### src/hdl/route_step_sequencer_defines.svh
`ifndef ROUTE_STEP_SEQUENCER_DEFINES_SVH
`define ROUTE_STEP_SEQUENCER_DEFINES_SVH

// Same-cycle implication, masked while reset is asserted
`define RSS_ASSERT_NOW(name, ante, cons) \
  name: assert property (@(posedge clk) disable iff (!rst_n) (ante) |-> (cons)) \
    else $error("route_step_sequencer: same-cycle check failed");

// Next-cycle implication, masked while reset is asserted
`define RSS_ASSERT_NEXT(name, ante, cons) \
  name: assert property (@(posedge clk) disable iff (!rst_n) (ante) |=> (cons)) \
    else $error("route_step_sequencer: next-cycle check failed");

`endif

### src/hdl/rss_pkg.sv
package rss_pkg;

  // Field widths of the item channels
  localparam int CMD_W      = 2;
  localparam int SEL_SEQ_W  = 3;
  localparam int SEL_STEP_W = 5;
  localparam int OP_W       = 4;
  localparam int BASE_W     = 12;
  localparam int TARGET_W   = 24;
  localparam int ENC_W      = 24;
  localparam int GAIN_W     = 13;
  localparam int DRV_W      = 13;
  localparam int COUNT_W    = 4;
  localparam int IN_DATA_W  = 144;
  localparam int OUT_DATA_W = 64;
  localparam int CFG_IDX_W  = 2;
  localparam int CFG_DATA_W = 13;

  // Commands carried in the input tuser
  localparam logic [CMD_W-1:0] CMD_TICK  = 2'd0;
  localparam logic [CMD_W-1:0] CMD_START = 2'd1;
  localparam logic [CMD_W-1:0] CMD_NEXT  = 2'd2;
  localparam logic [CMD_W-1:0] CMD_LOAD  = 2'd3;

  // Step opcodes; anything else is a stop
  localparam logic [OP_W-1:0] OP_FWD   = 4'd1;
  localparam logic [OP_W-1:0] OP_LEFT  = 4'd2;
  localparam logic [OP_W-1:0] OP_RIGHT = 4'd3;

  // Configuration register indexes
  localparam logic [CFG_IDX_W-1:0] CFG_SEQ_COUNT  = 2'd0;
  localparam logic [CFG_IDX_W-1:0] CFG_LEFT_GAIN  = 2'd1;
  localparam logic [CFG_IDX_W-1:0] CFG_RIGHT_GAIN = 2'd2;

  // Configuration reset values
  localparam logic [COUNT_W-1:0] SEQ_COUNT_RST  = 4'd5;
  localparam logic [GAIN_W-1:0]  LEFT_GAIN_RST  = 13'd4207;
  localparam logic [GAIN_W-1:0]  RIGHT_GAIN_RST = 13'd3994;

  // One stored route step
  typedef struct packed {
    logic [TARGET_W-1:0] target;
    logic [BASE_W-1:0]   drive;
    logic [OP_W-1:0]     op;
  } step_entry_t;

  function automatic logic is_motion(input logic [OP_W-1:0] op);
    is_motion = (op == OP_FWD) || (op == OP_LEFT) || (op == OP_RIGHT);
  endfunction

endpackage

### src/hdl/rss_scale.sv
module rss_scale (
  input  logic [rss_pkg::BASE_W-1:0] base,
  input  logic [rss_pkg::GAIN_W-1:0] gain,
  output logic [rss_pkg::DRV_W-1:0]  mag
);
  import rss_pkg::*;

  localparam int PROD_W = BASE_W + GAIN_W;

  logic [PROD_W-1:0] prod;
  logic [PROD_W-1:0] lo_bound;
  logic [PROD_W-1:0] hi_bound;
  logic [PROD_W-1:0] clamped;
  logic [PROD_W:0]   rounded;

  // Q.12 product and its bounds at 0.5 and 1.5 times the base
  assign prod     = PROD_W'(base) * PROD_W'(gain);
  assign lo_bound = PROD_W'({base, 11'b0});
  assign hi_bound = PROD_W'({base, 12'b0}) + PROD_W'({base, 11'b0});

  always_comb begin
    priority if (prod < lo_bound) begin
      clamped = lo_bound;
    end else if (prod > hi_bound) begin
      clamped = hi_bound;
    end else begin
      clamped = prod;
    end
  end

  // Round half up on the magnitude, drop the fraction
  assign rounded = (PROD_W + 1)'(clamped) + (PROD_W + 1)'(2048);
  assign mag     = rounded[12 +: DRV_W];

endmodule

### config.mk
export PLATFORM = sky130hd
export DESIGN_NAME = rss_scale
export DESIGN_NICKNAME = d
export VERILOG_FILES = /design/src/hdl/route_step_sequencer_defines.svh /design/src/hdl/rss_pkg.sv /design/src/hdl/rss_scale.sv
export SDC_FILE = /design/constraint.sdc
export NUM_CORES = 1
export LEC_CHECK = 0
export BUFFER_PORTS_ARGS = -buffer_cell sky130_fd_sc_hd__buf_2
export CAP_MARGIN = 20
export CORE_ASPECT_RATIO = 1.25
export CORE_MARGIN = 1
export CORE_UTILIZATION = 50
export DETAILED_ROUTE_END_ITERATION = 10
export GPL_TIMING_DRIVEN = 0
export PLACE_DENSITY = 0.67
export SLEW_MARGIN = 20
export SYNTH_ARGS = -nofsm -noshare
export SYNTH_HDL_FRONTEND = slang
export SYNTH_SLANG_ARGS = --single-unit
export TNS_END_PERCENT = 50
### constraint.sdc
create_clock -name vclk -period 12.4
set_input_delay 0.62 -clock vclk [all_inputs]
set_output_delay 0.62 -clock vclk [all_outputs]
set_load 0.01 [all_outputs]
Word-level counts from Yosys, hierarchy flattened
Cells that the tools add are included.

Flip-flop bits (word level): 0. Input port bits: 25. Output and inout port bits: 13. Logic and storage cells: 7.

Multipliers: 1. Mux-type cells: 2. Add/sub/neg operators: 2. $lt $le $gt $ge: 2.

Operators with widths (count): $mux 25 (2); $add 24x23->25 (1); $add 25x12->25 const B (1); $gt 25x25->1 (1); $lt 25x23->1 (1); $mul 12x13->25 (1).

Depth between registers and ports, before layout
Gate-level depths: netlist of the first run.

Word-level depth: 5. Gate-level depth with buffers: 37. Gate-level depth less buffers: 34.

Worst setup path after synthesis of the first run
Ideal clock, no wire load.

Kind: input -> output. Start: in base[5] (netlist bit). End: out mag[11] (netlist bit). Stages: 35. Path slack: 3.296 ns. Required time: 11.780 ns. Buffers on the path: 4. Data arrival time: 8.484 ns. Cells stage by stage: clkbuf_1 clkbuf_1 nand2_1 fa_1 fa_1 inv_1 ha_1 fa_1 inv_1 fa_1 inv_1 ha_1 a21o_1 a31oi_1 a21boi_0 o21ai_0 nand2_1 a21o_1 a311o_1 ha_1 nand4b_1 a21oi_1 nand4_1 nor4b_1 nand3_1 mux2i_1 o21ba_1 buf_4 buf_2 nor2_1 a211o_1 ha_1 or4b_4 nor4_4 xnor2_1.

Word-level cells in the longest chain between the ends: 5. Elaborated cells on any way between the ends: 7. Classes of those cells: add/sub (2); mul (1); order compare (2); mux (2).

RTL lines: start: declaration (RTL line rss_scale.sv:2) `input logic [rss_pkg::BASE_W-1:0] base,`; $mul 12x13->25 or $add 24x23->25 (tied branches) (RTL line rss_scale.sv:17, rss_scale.sv:19); $gt 25x25->1 (RTL line rss_scale.sv:24) `end else if (prod > hi_bound) begin`; $mux 25 (RTL line rss_scale.sv:24); $mux 25 (*) (RTL line rss_scale.sv:22) `priority if (prod < lo_bound) begin`; $add 25x12->25 (*) (RTL line rss_scale.sv:32) `assign rounded = (PROD_W + 1)'(clamped) + (PROD_W + 1)'(2048);`; end: declaration (RTL line rss_scale.sv:4) `output logic [rss_pkg::DRV_W-1:0] mag`.

Mark *: on every way between the ends. The rest lies on a longest branch, timed or not.

Worst setup path in the final report of the first run
Start: in base[5] (netlist bit). End: out mag[9] (netlist bit).

The elaborated chain is that of the path after synthesis.

==> results of run 1 <==
routing by layer:
layer / share of wire [%] / global-route usage [%] / up-vias
met3: 2.7 / 0.2430 / 16
met4: 1.6 / 3.805 / 0
met1: 44 / 34.10 / 2918
li1: - / - / 2903
met2: 52 / 47.83 / 117
met5: 0 / 0 / -
kinds of logic after synthesis:
| logic type | after synthesis | synth area share (%) |
|---|---|---|
| AND/OR/NAND/NOR | 289 | 20.41 |
| adder cells (fa/ha/maj) | 212 | 50.09 |
| buffers and inverters | 200 | 10.86 |
| AO/OA/AOI/OAI | 125 | 12.41 |
| XOR/XNOR | 39 | 4.908 |
| multiplexers | 9 | 1.330 |
per-stage QoR:
| stage | hold slack (ps) | std cells | setup slack [ps] | area, µm² |
|---|---|---|---|---|
| 5_1_grt | 1876 | 1083 | 699.5 | 7363 |
| 3_3_place_gp | 1806 | 1083 | 1500 | 7363 |
| 4_1_cts | 1801 | 1083 | 1443 | 7363 |
| 3_5_place_dp | 1795 | 1083 | 1469 | 7363 |
| 6_report | 1809 | 1083 | 1328 | 7363 |
| 2_1_floorplan | 1448 | 874 | 3296 | 6959 |
cell usage in the layout (no fill, tap or decap), types with 4 or more instances in the layout:
cell and instances:
a211o_1 4, a211oi_1 4, a21o_1 13, a21oi_1 35, a31oi_1 6, and2_1 60, and3_1 5, buf_2 39
clkbuf_1 31, fa_1 111, ha_1 101, inv_1 166, mux2i_1 7, nand2_1 130, nand2b_1 4, nand3_1 13
nand4_1 9, nor2_1 30, nor3_1 12, nor3b_1 5, nor4_1 4, o211ai_1 6, o21ai_0 15, o32ai_1 5
xnor2_1 23, xor2_1 16
final cells by class:
type | instances | area (µm²)
well taps | 171 | 214.0
repair buffers | 38 | 190.2
multi-input cells | 674 | 6203
plain buffers | 34 | 132.6
fillers | 1342 | 6045
inverters | 166 | 623.1
how the worst min path moves through the flow:
| stage | end | slack (ps) |
|---|---|---|
| finish | mag[5] | 1810 |
| global route | mag[5] | 1880 |
| CTS | mag[5] | 1800 |
| detailed placement | mag[5] | 1800 |
| global placement | mag[5] | 1810 |
| floorplan | mag[3] | 1450 |
==> flow_summary.ini, run 1 <==
[outcome]
status = finished clean

[timing]
maxSlewViolCount = 0
setup-violations-final = 0
fin_setup_tns_ps = 0
finalCritPeriodShare_pct = 89.29
hold_violations = 0
worst_slew_pin_slew_ps = 701.5
final.min_clock_period_ps = 11070
rsz0062_at_grt = false
relSlewSlack_pct = 52.90
fmax_mhz = 90.32

[logic_synthesis]
synth_top_area_share_pct = 31.93
ys_types = 62
ys.warnings.count = 0
yosysMostFrequentCell = inv_1
yosys.area.top_type = fa_1
synth_area_leaders = fa_1, ha_1, inv_1
syn-num-nets = 1111
ys_seq_area_share_pct = 0
synthCells = 874
synth_area_um2 = 6959
synthTopCellsByCount = inv_1, nand2_1, fa_1, ha_1, and2_1
postSynthAreaPerCell_um2 = 7.962

[worst_setup_path]
endpoint_kind = output pin
cpMaxStageDelayCell = fa_1
cp_top_family = adder cells
max_stage_delay_ps = 550
worstSetupStartpointType = primary input
endpoint = mag[9]
path_buf_inv = 9
crit_top_cell = fa_1
cp.required_ps = 11780
crit_cells = 35
crit_arrival_ps = 10450
crit_type = in -> out
startpoint = base[5]
crit_fanout = 10

[place]
portBuffers = 38
gp_congestion = 0.8981
dp_hpwl_um = 15060

[drt]
drt_iter0_markers = 287
ant_nets = 0
wl_per_cell_um = 15.93
drc = 0
wl_um = 17250
drtPass1Iterations = 4
vias = 5954
vias_per_cell = 5.498

[cells_and_area]
n_antenna_cell = 0
clockBufferCount = 0
utilization_pct = 54.92
syn_to_final_growth_pct = 5.807
n_sequential_cell = 0
seq_area_um2 = 0
final_nets = 1151
drive_gt1_share_pct = 4.934

[floorplan]
core_um2 = 13410
row_count = 47
ios = 38
die_x_um = 107.5
die_area_um2 = 14400
fp.dieH_um = 133.9
initial_core_util_pct = 51.90

[grt]
antenna_found_initial = 0
overflow = 0
grt_pass1_wl_um = 29860
grt_util_all_layers_pct = 25.79
grt_pass1_vias = 6116
grt_max_degree = 11

[worst_hold_path]
hold_path.class = in -> out
hold_path_startpoint = base[6]
hold_depth = 4

[clock_network]
cts_hold_buf = 0
post_cts_resized = 0
cts_setup_buffers = 0

[job]
max_cap_viol_count = 0
Power of run 1 is left out: the tool's default activity adds up to more than one toggle a clock period on the data nets, which glitch-free logic cannot reach.
==> run 2, diff against run 1 <==
--- a/config.mk
+++ b/config.mk
@@ -9,10 +9,10 @@
 export CAP_MARGIN = 20
 export CORE_ASPECT_RATIO = 1.25
 export CORE_MARGIN = 1
-export CORE_UTILIZATION = 50
+export CORE_UTILIZATION = 35
 export DETAILED_ROUTE_END_ITERATION = 10
 export GPL_TIMING_DRIVEN = 0
-export PLACE_DENSITY = 0.67
+export PLACE_DENSITY = 0.51
 export SLEW_MARGIN = 20
 export SYNTH_ARGS = -nofsm -noshare
 export SYNTH_HDL_FRONTEND = slang
==> run 2 against run 1 <==
Count of clock-buffer cells in the layout unchanged; critical path type unchanged; die area increased by 42%; non-clock buffer count unchanged; worst setup slack improved by 22 ps; final cell count increased by 8.7%.
==> flow_summary.ini, run 2 (synthesis results as in run 1) <==
[outcome]
status = finished clean

[cells_and_area]
final_common_cell = inv_1
clockBufferCount = 0
utilization_pct = 38.42
drive_gt1_share_pct = 4.934
n_antenna_cell = 0
n_sequential_cell = 0
seq_area_um2 = 0
final_nets = 1151
final_cell_mix = inv_1, nand2_1, fa_1, ha_1, and2_1
syn_to_final_growth_pct = 7.497

[drt]
drc = 0
vias = 5780
drtPass1Iterations = 4
wl_per_cell_um = 15.70
drt_iter0_markers = 184
wl_um = 18480
ant_nets = 0
vias_per_cell = 4.911

[grt]
overflow = 0
grt_util_all_layers_pct = 19.06
grt_max_degree = 11
grt_pass1_wl_um = 31200
grt_pass1_vias = 5987
antenna_found_initial = 0

[place]
portBuffers = 38
gp_congestion = 0.7979
dp_hpwl_um = 16390

[clock_network]
cts_setup_buffers = 0
post_cts_resized = 0
cts_hold_buf = 0

[worst_setup_path]
crit_fanout = 10
max_stage_delay_ps = 550
crit_arrival_ps = 10430
crit_type = in -> out
worstSetupStartpointType = primary input
cp.required_ps = 11780
crit_top_cell = fa_1
cpMaxStageDelayCell = fa_1
endpoint_kind = output pin

[floorplan]
initial_core_util_pct = 35.74
die_x_um = 128.1
row_count = 57
fp.dieH_um = 159.7
ios = 38
die_area_um2 = 20450
core_um2 = 19470

[job]
max_cap_viol_count = 0

[timing]
rsz0062_at_grt = false
setup-violations-final = 0
relSlewSlack_pct = 53.09
fin_setup_tns_ps = 0
fmax_mhz = 90.50
worst_slew_pin_slew_ps = 698.6
maxSlewViolCount = 0
final.min_clock_period_ps = 11050
hold_violations = 0
holdWs_ps = 1817
finalCritPeriodShare_pct = 89.11

[worst_hold_path]
hold_path_startpoint = base[6]
hold_path.class = in -> out
hold_depth = 4
hold_end = mag[5]
==> run 2: cell counts in the layout (fill, tap and decap cells not counted) <==
Identical to the previous run, type by type.
==> run 2: area by class of cell <==
cell class	count	area [µm²]
well taps	265	331.6
inverters	166	623.1
repair buffers	38	190.2
multi-input cells	674	6203
fillers	2107	11990
plain buffers	34	132.6
==> run 2: through the flow <==
| step | setup slack (ps) | instances | instance area, µm² |
|---|---|---|---|
| 6_report | 1350 | 1177 | 7481 |
| 3_5_place_dp | 1183 | 1177 | 7481 |
| 2_1_floorplan | 3296 | 874 | 6959 |
| 3_3_place_gp | 1156 | 1177 | 7481 |
| 4_1_cts | 1123 | 1177 | 7481 |
| 5_1_grt | 432.1 | 1177 | 7481 |
==> run 2: how the worst max path moves through the flow <==
stage,startpoint,to,slack (ps),cells past startpoint
6_report,base[5],mag[11],1350,35
5_1_grt,base[5],mag[11],430,35
4_1_cts,base[5],mag[11],1120,36
3_5_place_dp,base[5],mag[11],1180,36
3_3_place_gp,base[5],mag[11],1160,35
2_1_floorplan,base[5],mag[11],3300,35
==> run 2: worst max-delay path: cells and delay by family <==
family          cells  cell delay, ps
mux                 1             540
xor+xnor            2             540
compound gates      6            1390
fa+ha+maj           8            3480
buf+inv             9            1750
simple gates        9            2090
==> run 2: layer usage <==
layer / vias to the layer above / global-route usage (%) / wire, µm
met5: - / 0 / 0
met4: 0 / 0.3743 / 47
met3: 2 / 0.1340 / 422
met2: 60 / 36.12 / 9781
met1: 2820 / 25.45 / 8225
li1: 2898 / - / -
Power of run 2 is left out for the same reason.
==> run 3, diff against run 2 <==
--- a/config.mk
+++ b/config.mk
@@ -13,6 +13,7 @@
 export DETAILED_ROUTE_END_ITERATION = 10
 export GPL_TIMING_DRIVEN = 0
 export PLACE_DENSITY = 0.51
+export RECOVER_POWER = 50
 export SLEW_MARGIN = 20
 export SYNTH_ARGS = -nofsm -noshare
 export SYNTH_HDL_FRONTEND = slang
==> run 3 against run 2 <==
Global-route usage unchanged; core utilization about the same; non-clock buffer count stayed put; sequential share of layout area unchanged; hold slack is essentially flat; via count shrank 0.40%; critical path depth unchanged; die area unchanged; routed wire length is 0.10% lower; fmax is 1.0% lower; worst setup slack worse by 120 ps; critical path type unchanged; critical endpoint unchanged.
==> flow_summary.ini, run 3 (synthesis results as in run 1) <==
[place]
gp_congestion = 0.7979
dp_hpwl_um = 16390
portBuffers = 38

[floorplan]
fp.dieH_um = 159.7
die_x_um = 128.1
ios = 38
initial_core_util_pct = 35.74
die_area_um2 = 20450
row_count = 57
core_um2 = 19470

[worst_setup_path]
crit_arrival_ps = 10550
cpMaxStageDelayCell = fa_1
startpoint = base[5]
worstSetupStartpointType = primary input
crit_type = in -> out
max_stage_delay_ps = 550
crit_top_cell = fa_1
endpoint_kind = output pin
crit_fanout = 10
cp.required_ps = 11780
endpoint = mag[11]

[timing]
final.min_clock_period_ps = 11170
finalCritPeriodShare_pct = 90.04
relSlewSlack_pct = 53.36
fin_setup_tns_ps = 0
maxSlewViolCount = 0
fmax_mhz = 89.56
hold_violations = 0
setup-violations-final = 0
rsz0062_at_grt = false
worst_slew_pin_slew_ps = 694.6

[cells_and_area]
syn_to_final_growth_pct = 7.407
n_antenna_cell = 0
final_nets = 1151
final_common_cell = inv_1
final_cell_mix = inv_1, nand2_1, fa_1, ha_1, and2_1
drive_gt1_share_pct = 4.386
nFillCells = 2110
seq_area_um2 = 0
n_sequential_cell = 0
multi_input_area_um2 = 6203
clockBufferCount = 0

[grt]
grt_util_all_layers_pct = 19.06
antenna_found_initial = 0
grt_pass1_wl_um = 31200
grt_pass1_vias = 5987
overflow = 0
grt_max_degree = 11

[worst_hold_path]
hold_depth = 4
hold_path.class = in -> out

[drt]
wl_per_cell_um = 15.68
vias = 5757
ant_nets = 0
drtPass1Iterations = 4
vias_per_cell = 4.891
wl_um = 18460
drt_iter0_markers = 170
drc = 0

[outcome]
status = finished clean

[clock_network]
cts_setup_buffers = 0
post_cts_resized = 0
cts_hold_buf = 0

[job]
max_cap_viol_count = 0
[run 3: cell types whose count changed in the layout (fill, tap and decap cells not counted), sizes merged]
cell and delta:
buf -6, clkbuf +6
[run 3: layout make-up]
| cell class | count | area share [%] |
|---|---|---|
| inverters | 166 | 8.336 |
| well taps | 265 | 4.436 |
| multi-input cells | 674 | 82.99 |
| repair buffers | 38 | 2.477 |
| plain buffers | 34 | 1.758 |
[run 3: worst min-delay path by stage]
stage / startpoint / end
floorplan: base[4] / mag[3]
global placement: base[6] / mag[5]
detailed placement: base[6] / mag[5]
CTS: base[6] / mag[5]
global route: base[6] / mag[5]
finish: base[6] / mag[5]
[run 3: critical path: cells and delay by family]
family          cells  cell delay [ps]
compound gates      6             1390
xor+xnor            2              530
fa+ha+maj           8             3480
buf+inv             9             1810
mux                 1              540
simple gates        9             2130
[run 3: through the flow]
stage	worst slack, ps	utilization [%]	instances	hold WS [ps]	instance area (µm²)
2_1_floorplan	3296	-	874	1448	6959
5_1_grt	415.4	38.39	1177	1853	7475
6_report	1235	38.39	1177	1817	7475
4_1_cts	1123	38.42	1177	1824	7481
3_5_place_dp	1183	38.42	1177	1815	7481
3_3_place_gp	1156	38.42	1177	1834	7481
[run 3: metal layers]
metal	wire [µm]	up-vias	GRT usage, %	part of all wire [%]
met2	9784	53	36.12	53
met4	47	0	0.3743	0.25
met5	0	-	0	0
met1	8205	2804	25.45	44
met3	420	2	0.1340	2.3
li1	-	2898	-	-
Power of run 3 is left out for the same reason.
